## src/attitude_p_control_motor_mix_defines.svh

```systemverilog
// ----------------------------------------------------------------------------
// Assertion macros for the attitude controller and motor mixer
// Shared property wrappers, clocked on clk_i and disabled while in reset.
// ----------------------------------------------------------------------------
`ifndef ATTITUDE_P_CONTROL_MOTOR_MIX_DEFINES_SVH
`define ATTITUDE_P_CONTROL_MOTOR_MIX_DEFINES_SVH

// Same-cycle implication.
`define APCMM_ASSERT_IMP(lbl, ante, cons, msg) \
  lbl: assert property (@(posedge clk_i) disable iff (!rst_ni) (ante) |-> (cons)) \
    else $error(msg);

// Next-cycle implication.
`define APCMM_ASSERT_NEXT(lbl, ante, cons, msg) \
  lbl: assert property (@(posedge clk_i) disable iff (!rst_ni) (ante) |=> (cons)) \
    else $error(msg);

`endif

```

## src/apcmm_pkg.sv

```systemverilog
// ----------------------------------------------------------------------------
// apcmm_pkg
// Types and constants shared by the attitude controller and motor mixer.
// ----------------------------------------------------------------------------
package apcmm_pkg;

  localparam int unsigned FieldW   = 16;
  localparam int unsigned CfgIdxW  = 8;
  localparam int unsigned CfgDataW = 16;
  localparam int unsigned RadW     = 32;
  localparam int unsigned RemW     = 18;
  localparam int unsigned RootW    = 16;
  localparam int unsigned NumCells = RootW;

  // Configuration register indexes.
  typedef enum logic [CfgIdxW-1:0] {
    CFG_KP_ROLL   = 8'd0,
    CFG_KP_PITCH  = 8'd1,
    CFG_KP_YAW    = 8'd2,
    CFG_YAW_LIMIT = 8'd3
  } cfg_reg_e;

  typedef struct packed {
    logic signed [FieldW-1:0] desired_roll;
    logic signed [FieldW-1:0] desired_pitch;
    logic signed [FieldW-1:0] desired_yaw;
    logic signed [FieldW-1:0] thrust_demand;
    logic signed [FieldW-1:0] measured_roll;
    logic signed [FieldW-1:0] measured_pitch;
    logic signed [FieldW-1:0] measured_yaw;
    logic signed [FieldW-1:0] quat_x;
    logic signed [FieldW-1:0] quat_y;
  } in_item_t;

  typedef struct packed {
    logic [FieldW-1:0] motor_front;
    logic [FieldW-1:0] motor_back;
    logic [FieldW-1:0] motor_right;
    logic [FieldW-1:0] motor_left;
  } out_item_t;

  typedef struct packed {
    logic [15:0] kp_roll;
    logic [15:0] kp_pitch;
    logic [15:0] kp_yaw;
    logic [14:0] yaw_error_limit;
  } cfg_t;

  // Rounded proportional terms carried alongside the root computation.
  typedef struct packed {
    logic signed [30:0] t_roll;
    logic signed [30:0] t_pitch;
    logic signed [24:0] t_yaw;
  } terms_t;

  // State handed from one square-root cell to the next.
  typedef struct packed {
    logic [RadW-1:0]  rad;
    logic [RemW-1:0]  rem;
    logic [RootW-1:0] root;
    terms_t           terms;
  } cell_t;

endpackage

```

## src/apcmm_sqrt_cell.sv

```systemverilog
// ----------------------------------------------------------------------------
// apcmm_sqrt_cell
// One restoring square-root step: brings down two radicand bits and
// decides one root bit. The proportional terms ride along unchanged.
// ----------------------------------------------------------------------------
module apcmm_sqrt_cell (
  input  logic             clk_i,
  input  logic             en_i,
  input  apcmm_pkg::cell_t cell_i,
  output apcmm_pkg::cell_t cell_o
);
  import apcmm_pkg::*;

  logic [RemW+1:0] rem_sh;
  logic [RemW+1:0] trial;
  logic            fits;
  cell_t           cell_d, cell_q;

  always_comb begin
    rem_sh = {cell_i.rem, cell_i.rad[RadW-1 -: 2]};
    trial  = {2'b00, cell_i.root, 2'b01};
    fits   = (rem_sh >= trial);
    cell_d       = cell_i;
    cell_d.rad   = {cell_i.rad[RadW-3:0], 2'b00};
    cell_d.root  = {cell_i.root[RootW-2:0], fits};
    cell_d.rem   = fits ? RemW'(rem_sh - trial) : RemW'(rem_sh);
  end

  always_ff @(posedge clk_i) begin
    if (en_i) begin
      cell_q <= cell_d;
    end
  end

  assign cell_o = cell_q;

endmodule

```

## config.mk

```make
export PLATFORM = sky130hd
export DESIGN_NAME = apcmm_sqrt_cell
export DESIGN_NICKNAME = d
export VERILOG_FILES = /design/src/attitude_p_control_motor_mix_defines.svh /design/src/apcmm_pkg.sv /design/src/apcmm_sqrt_cell.sv
export SDC_FILE = /design/constraint.sdc
export NUM_CORES = 1
export LEC_CHECK = 0
export BUFFER_PORTS_ARGS = -buffer_cell sky130_fd_sc_hd__buf_2
export CORE_UTILIZATION = 40
export CTS_CLUSTER_DIAMETER = 30
export DETAILED_ROUTE_END_ITERATION = 10
export GPL_TIMING_DRIVEN = 0
export MAX_ROUTING_LAYER = met4
export PLACE_DENSITY = 0.72
export SLEW_MARGIN = 10
export SYNTH_ARGS = -nofsm -noshare
export SYNTH_HDL_FRONTEND = slang
export SYNTH_SLANG_ARGS = --single-unit
```

## constraint.sdc

```tcl
create_clock -name clk_i -period 2.3 [get_ports clk_i]
set_clock_uncertainty 0.1 [all_clocks]
set_input_delay 0.46 -clock clk_i [delete_from_list [all_inputs] [get_ports clk_i]]
set_output_delay 0.46 -clock clk_i [all_outputs]
set_load 0.02 [all_outputs]
```

==> results of run 1 <==
## power by group through the flow
| stage | clock [mW] | combinational (mW) | sequential [mW] |
|---|---|---|---|
| 3_3_place_gp | 0 | 1.21 | 3.43 |
| 5_1_grt | 2.75 | 1.32 | 3.40 |
| 2_1_floorplan | 0 | 0.386 | 3.76 |
| 3_5_place_dp | 0 | 1.23 | 3.43 |
| 4_1_cts | 2.64 | 1.24 | 3.38 |
| 6_report | 2.59 | 1.24 | 3.37 |
## through the flow
stage	setup TNS, ns	worst slack, ns
after floorplan	-0.6146	-0.09057
after global placement	-159.77	-1.025
after detailed placement	-6.966	-0.5120
after CTS	0	0.08117
after global routing	0	0.005816
final	0	0.1206
## final cells by class
class	count	area share (%)
diodes	1	0.02980
plain buffers	6	0.7897
clock buffers	17	5.066
clock inverters	15	1.579
inverters	20	0.9835
multi-input cells	141	16.02
flip-flops and latches	151	54.00
well taps	180	2.682
repair buffers	309	18.85
## cells in the final DEF, fill, tap and decap left out, types with 6 or more instances in the layout
| cell type | count |
|---|---|
| buf_2 | 304 |
| edfxtp_1 | 151 |
| inv_1 | 19 |
| clkbuf_16 | 17 |
| a21oi_1 | 11 |
| nand2_1 | 10 |
| nor2_1 | 10 |
| xnor2_1 | 10 |
| ha_4 | 10 |
| mux2_2 | 9 |
| ha_1 | 8 |
| nor3_1 | 6 |
| o21a_1 | 6 |
| mux2_4 | 6 |
## per-layer routing
layer  part of all wire [%]  GRT usage, %
met1                     37         21.90
met5                      0             -
met4                    2.7         10.03
met3                    8.0         6.461
met2                     52         35.13
## repair_timing
action,in CTS,in global routing
pin swaps,1,0
setup endpoints to repair,6,7
gates resized for setup,1,1
setup buffers,2,1
## cells by family (layout without fill, tap and decap cells)
group,Yosys count,in the layout
DFF,151,151
and+or+nand+nor,46,46
AOI/OAI and AO/OA,43,43
buffers and inverters,26,367
adders and majority gates,18,18
muxes,18,18
xor gates and xnor gates,14,14
other,1,3
## final timing paths
kind,from,endpoint,depth (start not counted)
worst max-delay path,cell_i[93],cell_o[120],10
worst min-delay path,cell_i[126],cell_o[128],1
## critical path: cells and delay by family
family,cells,cell delay (ns)
AOI/OAI and AO/OA,2,0.52
and+or+nand+nor,3,0.44
muxes,1,0.26
buffers and inverters,3,0.27
adders and majority gates,1,0.28
==> impl_metrics.toml, run 1 <==
[power]
power.density_nw_per_um2 = 858.0
ir_drop_v = 0.0004163
internal_power_mw = 5.226
clockPowerShare_pct = 36.0
swShare_pct = 27.46
p_total_mw = 7.204
p_leak_nw = 3.623
power.share.sequential_pct = 46.8
combPwrFrac_pct = 17.2
p_sw_mw = 1.978

[cells_and_area]
regArea_sq_um = 4534
area_growth_pct = 46.02
design_area_sq_um = 8397
drive_gt1_share_pct = 59.48
fill_cells = 1104
nNetsFinal = 819
largest_reg_flops = 151
instances_no_fill = 840
fin_util_pct = 60.26
multi_input_area_sq_um = 1345

[setup_path]
cp.arrival_ns = 2.25
worstSetupEndpointType = "register"
startpoint_type = "input port"
path_class = "input port to register"
cpPeakStageDelay_ns = 0.30
crit_fanout = 7
cp_cell_sequence = "buf_2 -> inv_1 -> ha_1 -> buf_6 -> a211o_1 -> a211oi_2 -> nor2_1 -> nor4b_2 -> nor4_1 -> mux2_2"
slowest_stage = "a211o_1"
required_ns = 2.37

[clock_network]
root_buffer = "clkbuf_16"
hold_buffers = 0
cts_tree = "built"
cts.path.max_buffers = 2
cts_inserted_buffers = 17
clkTransAtPathRegs_ns = 0.07
clock_sinks = 151
ctsHtreeMaxLevel = 4

[global_routing]
grt_pass1_vias = 3941
grt_max_degree = 82
gr-usage-all-layers_pct = 20.75
grt-ovfl-total = 0
grt_pass1_wl_um = 21390
antenna_found_initial = 1

[yosys]
muxShareOfSynthArea_pct = 3.460
synthAdderAreaFrac_pct = 3.916
ys_seq_area_share_pct = 78.85
ys_seq_elements = 151
synth_cells = 317
ys_top_cells_by_area = "edfxtp_1, ha_1, mux2_2"
synth-warning-count = 0
netlist_top_cells_count = "edfxtp_1, inv_1, ha_1, a21oi_1, mux2_2"
postSynthAreaPerCell_sq_um = 18.14
synth_compound_area_share_pct = 5.679
synth_largest_area_cell = "edfxtp_1"
yosysMostFrequentCell = "edfxtp_1"
synthArstFlopShare_pct = 0
synth_xor_area_share_pct = 2.132
synth_top_area_share_pct = 78.85
synth-simple-area-share_pct = 3.895
synth_cell_types = 43
synth_top_family_by_area = "compound AO/OA/AOI/OAI gates"
syn_area_sq_um = 5751
synth-main-ff-cell = "edfxtp_1"
synth_edf_count = 151

[sta]
fin_crit_ns = 2.179
worstMarginPinSlew_ns = 0.7678
hold_viol_final = 0
rsz0062_at_grt = "false"
setup_viol = 0
finalMaxSlewViolations = 0
fin_crit_sh_pct = 94.76
hold_slack_ns = 0.1094
relSlewSlack_pct = 48.81
fmax_mhz = 458.8

[route]
drt_iter0_markers = 265
viasPerCell = 4.725
ant_nets = 0
drc_errors = 0
wire_per_inst_um = 18.23
drt_first_pass_iters = 4
routed_wl_um = 15310
vias = 3969

[die]
core-area_sq_um = 13930
start_util_pct = 41.27
die-area_sq_um = 14860
pin_count = 308
fp.dieH_um = 121.9
fp.dieW_um = 121.9
fp-row-count = 43

[place]
placed_area_sq_um = 7802
hpwl_um = 11810
dp_cells = 804
routabilityCongestion = 0.8250
io_buffers = 305

[worst_hold_path]
min_path_type = "input port to register"

[run_status]
status = "finished, final reports clean"

[run]
maxCapViolCount = 0
Note: power is estimated with default switching activity, not from simulation.
==> run 2: changes to the inputs <==
PLACE_DENSITY = 0.75   (was 0.72)
SLEW_MARGIN = unset   (was 10)
==> run 2 against run 1 <==
Effect of this change:
- largest power group unchanged
- via count rose by 0.81%
- largest cell class unchanged
- design area fell by 0.16%
- critical path depth did not move
==> impl_metrics.toml, run 2 (synthesized netlist as in run 1, its figures left out) <==
[setup_path]
slowest_stage = "a211o_1"
worstSetupEndpointType = "register"
crit_fanout = 7
cpPeakStageDelay_ns = 0.30
path_class = "input port to register"
cp.arrival_ns = 2.27
cp_cell_sequence = "buf_2 -> inv_1 -> ha_1 -> buf_6 -> a211o_1 -> a211oi_2 -> nor2_1 -> nor4b_2 -> nor4_1 -> mux2_2"
startpoint_type = "input port"
required_ns = 2.37

[cells_and_area]
largest_reg_flops = 151
area_growth_pct = 45.78
instances_no_fill = 839
final_cell_mix = "buf_2, edfxtp_1, inv_1"
fin_util_pct = 60.16
design_area_sq_um = 8383
final_common_cell = "buf_2"
nNetsFinal = 818
drive_gt1_share_pct = 58.99
fill_cells = 1058

[power]
ir_drop_v = 0.0004922
p_leak_nw = 3.612
power.density_nw_per_um2 = 851.4

[route]
routed-wl-met2_um = 8114
drt_iter0_markers = 267
viasPerCell = 4.769
maxUsedRoutingLayer = "met4"
ant_nets = 0
met3WireLength_um = 1247
routed_wl_um = 15430
drc_errors = 0
wire_per_inst_um = 18.39
drt-met1-wl_um = 5692
drt_first_pass_iters = 4
vias = 4001

[clock_network]
cts.path.max_buffers = 2
ctsHtreeMaxLevel = 4
root_buffer = "clkbuf_16"
cts_tree = "built"
clock_sinks = 151
hold_buffers = 0
clkTransAtPathRegs_ns = 0.06
cts_inserted_buffers = 17

[place]
io_buffers = 305
hpwl_um = 11890
routabilityCongestion = 0.8724
placed_area_sq_um = 7802
dp_cells = 804

[global_routing]
antenna_found_initial = 3
grt-ovfl-total = 0
gr-usage-all-layers_pct = 20.74
grt_max_degree = 102
grt_pass1_wl_um = 21310
grt_pass1_vias = 3889

[sta]
relSlewSlack_pct = 65.10
fin_crit_ns = 2.205
rsz0062_at_grt = "false"
hold_viol_final = 0
finalMaxSlewViolations = 0
worstMarginPinSlew_ns = 0.5235
fmax_mhz = 453.4
fin_crit_sh_pct = 95.88
setup_viol = 0

[die]
fp.dieW_um = 121.9
core-area_sq_um = 13930
pin_count = 308
fp-row-count = 43
start_util_pct = 41.27
die-area_sq_um = 14860
fp.dieH_um = 121.9

[worst_hold_path]
min_path_type = "input port to register"

[run_status]
status = "finished, final reports clean"

[run]
maxCapViolCount = 0
## run 2: metrics by stage
stage | hold WS [ns] | worst slack (ns) | total power, mW | TNS, ns
detailed placement | 0.5381 | -0.4899 | 4.667 | -6.679
global route | 0.08768 | 0.005981 | 7.391 | 0
floorplan | 0.4589 | -0.09057 | 4.145 | -0.6146
CTS | 0.09004 | 0.07212 | 7.202 | 0
finish | 0.1118 | 0.09465 | 7.137 | 0
global placement | 0.5377 | -0.9937 | 4.636 | -154.86
## run 2: final timing paths
path	from	endpoint	slack, ns	cells after the start
max	cell_i[93]	cell_o[120]	0.09	10
min	cell_i[63]	cell_o[63]	0.11	1
## run 2: area by class of cell
| cell class | instances | area [sq um] | area share (%) |
|---|---|---|---|
| Sequential cell | 151 | 4534 | 54.09 |
| Timing Repair Buffer | 308 | 1588 | 18.94 |
| Multi-Input combinational cell | 141 | 1345 | 16.04 |
| Clock buffer | 18 | 429.2 | 5.119 |
| Tap cell | 180 | 225.2 | 2.687 |
| Clock inverter | 12 | 105.1 | 1.254 |
| Inverter | 20 | 82.58 | 0.9851 |
| Buffer | 6 | 66.31 | 0.7910 |
| Antenna cell | 3 | 7.507 | 0.08955 |
## run 2: power by group
part,switching (mW),internal (mW)
Clock,1.05,1.47
Sequential,0.0606,3.32
Combinational,0.747,0.491
## run 2: what timing repair did
item / 4_1_cts / 5_1_grt
endpoints found under the hold margin: 0 / 0
endpoints found under the setup margin: 6 / 13
setup buffers: 2 / 0
pin swaps: 1 / 0
resized for setup: 1 / 1
## run 2: metal layers
layer	up-vias	track usage (%)
li1	1875	-
met3	28	7.631
met4	0	9.414
met2	178	35.10
met5	-	-
met1	1920	21.38
## run 2: worst max-delay path, delay by kind of cell
kind                     cells  cell delay, ns
adder cells (fa/ha/maj)      1            0.28
multiplexers                 1            0.26
AO/OA/AOI/OAI                2            0.53
AND/OR/NAND/NOR              3            0.45
buffers and inverters        3            0.28
==> run 3: changes to the inputs <==
GPL_TIMING_DRIVEN = unset   (was 0)
SETUP_SLACK_MARGIN = 0.1   (was unset)
==> run 3 against run 2 <==
Effect of this change:
- die area did not move
- power rose by 1.7%
- non-clock buffer count rose by 51
- count of clock-buffer cells in the layout did not move
- fmax rose by 5.1%
==> impl_metrics.toml, run 3 (synthesized netlist as in run 1, its figures left out) <==
[setup_path]
cp.arrival_ns = 2.16
path_class = "input port to register"
startpoint_type = "input port"
required_ns = 2.36
crit_fanout = 11
worstSetupEndpointType = "register"

[clock_network]
cts.path.max_buffers = 2
clock_sinks = 151
root_buffer = "clkbuf_16"
hold_buffers = 0
clkTransAtPathRegs_ns = 0.06
ctsHtreeMaxLevel = 4
cts_inserted_buffers = 17
cts_tree = "built"

[power]
power.share.sequential_pct = 46.5
internal_power_mw = 5.366
combPwrFrac_pct = 18.6
swShare_pct = 26.10
ir_drop_v = 0.0004613
p_leak_nw = 3.870
power.density_nw_per_um2 = 827.1
p_sw_mw = 1.895
clockPowerShare_pct = 34.9

[sta]
finalMaxSlewViolations = 0
rsz0062_at_grt = "false"
fmax_mhz = 476.7
hold_viol_final = 0
tns_ns = 0
fin_crit_sh_pct = 91.21
fin_crit_ns = 2.098
setup_viol = 0
hold_slack_ns = 0.1128

[run_status]
status = "finished, final reports clean"

[place]
routabilityCongestion = 0.8884
hpwl_um = 12610
io_buffers = 305
placed_area_sq_um = 8198

[worst_hold_path]
min_path_type = "input port to register"
hold_depth = 1
min_to = "cell_o[35]"
hold_start = "cell_i[35]"

[cells_and_area]
fin_util_pct = 63.00
largest_reg_flops = 151
final_cell_mix = "buf_2, edfxtp_1, buf_4"
area_growth_pct = 52.65
design_area_sq_um = 8778
final_common_cell = "buf_2"
nNetsFinal = 869
regArea_sq_um = 4534
drive_gt1_share_pct = 62.29
multi_input_area_sq_um = 1361
fill_cells = 1035

[global_routing]
grt-ovfl-total = 0
antenna_found_initial = 2
gr-usage-all-layers_pct = 21.89
grt_pass1_wl_um = 22460
grt_max_degree = 52
grt_pass1_vias = 4123

[route]
drt_first_pass_iters = 5
viasPerCell = 4.654
routed_wl_um = 15980
drt_iter0_markers = 247
wire_per_inst_um = 17.95
vias = 4142
drc_errors = 0
ant_nets = 0

[die]
fp.dieW_um = 121.9
pin_count = 308
fp.dieH_um = 121.9
fp-row-count = 43
start_util_pct = 41.27
die-area_sq_um = 14860
core-area_sq_um = 13930

[run]
maxCapViolCount = 0
[run 3: cell types whose count changed in the layout (fill, tap and decap cells not counted), moves of 2 or more]
| cell | change |
|---|---|
| buf_6 | -2 |
| buf_4 | +53 |
| clkinv_2 | +2 |
| buf_12 | +3 |
[run 3: layer usage]
metal | routed length, um | global-route usage (%) | share of wire (%)
met1 | 5826 | 22.77 | 36
met5 | 0 | - | 0
met4 | 354 | 8.951 | 2.2
met2 | 8425 | 37.50 | 53
met3 | 1370 | 7.725 | 8.6
[run 3: repair_timing]
item,CTS,global route
gates resized for setup,0,3
endpoints found under the setup margin,0,2
buffers inserted,0,2
[run 3: final cells by class]
type / count / area share [%]
Tap cell: 180 / 2.566
Sequential cell: 151 / 51.65
Multi-Input combinational cell: 141 / 15.51
Inverter: 20 / 0.9407
Clock inverter: 13 / 1.226
Clock buffer: 18 / 4.889
Antenna cell: 2 / 0.05701
Timing Repair Buffer: 365 / 23.16
[run 3: per-stage QoR]
step | std cells | power [mW] | setup slack [ns]
2_1_floorplan | 318 | 4.145 | -0.09057
3_3_place_gp | 855 | 4.742 | -0.2022
3_5_place_dp | 855 | 4.781 | -0.3109
4_1_cts | 886 | 7.307 | 0.1362
5_1_grt | 890 | 7.533 | 0.1114
6_report | 890 | 7.260 | 0.2023
[run 3: worst max-delay path by stage]
stage,cells after the start,endpoint,from
2_1_floorplan,9,cell_o[113],cell_i[94]
3_3_place_gp,10,cell_o[116],cell_i[87]
3_5_place_dp,10,cell_o[120],cell_i[89]
4_1_cts,9,cell_o[120],cell_i[91]
5_1_grt,11,cell_o[110],cell_i[90]
6_report,11,cell_o[110],cell_i[90]
[run 3: worst max-delay path, cell delays in order]
cell      delay [ns]
buf_2           0.09
inv_1           0.06
ha_4            0.29
o211ai_1        0.09
a21oi_2         0.19
nor2b_4         0.07
o21ai_2         0.17
o21ai_2         0.09
o211ai_4        0.13
buf_12          0.18
mux2_2          0.34
[run 3: power groups by stage]
stage | Combinational [mW] | Sequential, mW | Clock, mW
final | 1.35 | 3.38 | 2.53
after floorplan | 0.386 | 3.76 | 0
after detailed placement | 1.35 | 3.43 | 0
after CTS | 1.35 | 3.38 | 2.57
after global routing | 1.44 | 3.40 | 2.70
after global placement | 1.32 | 3.42 | 0
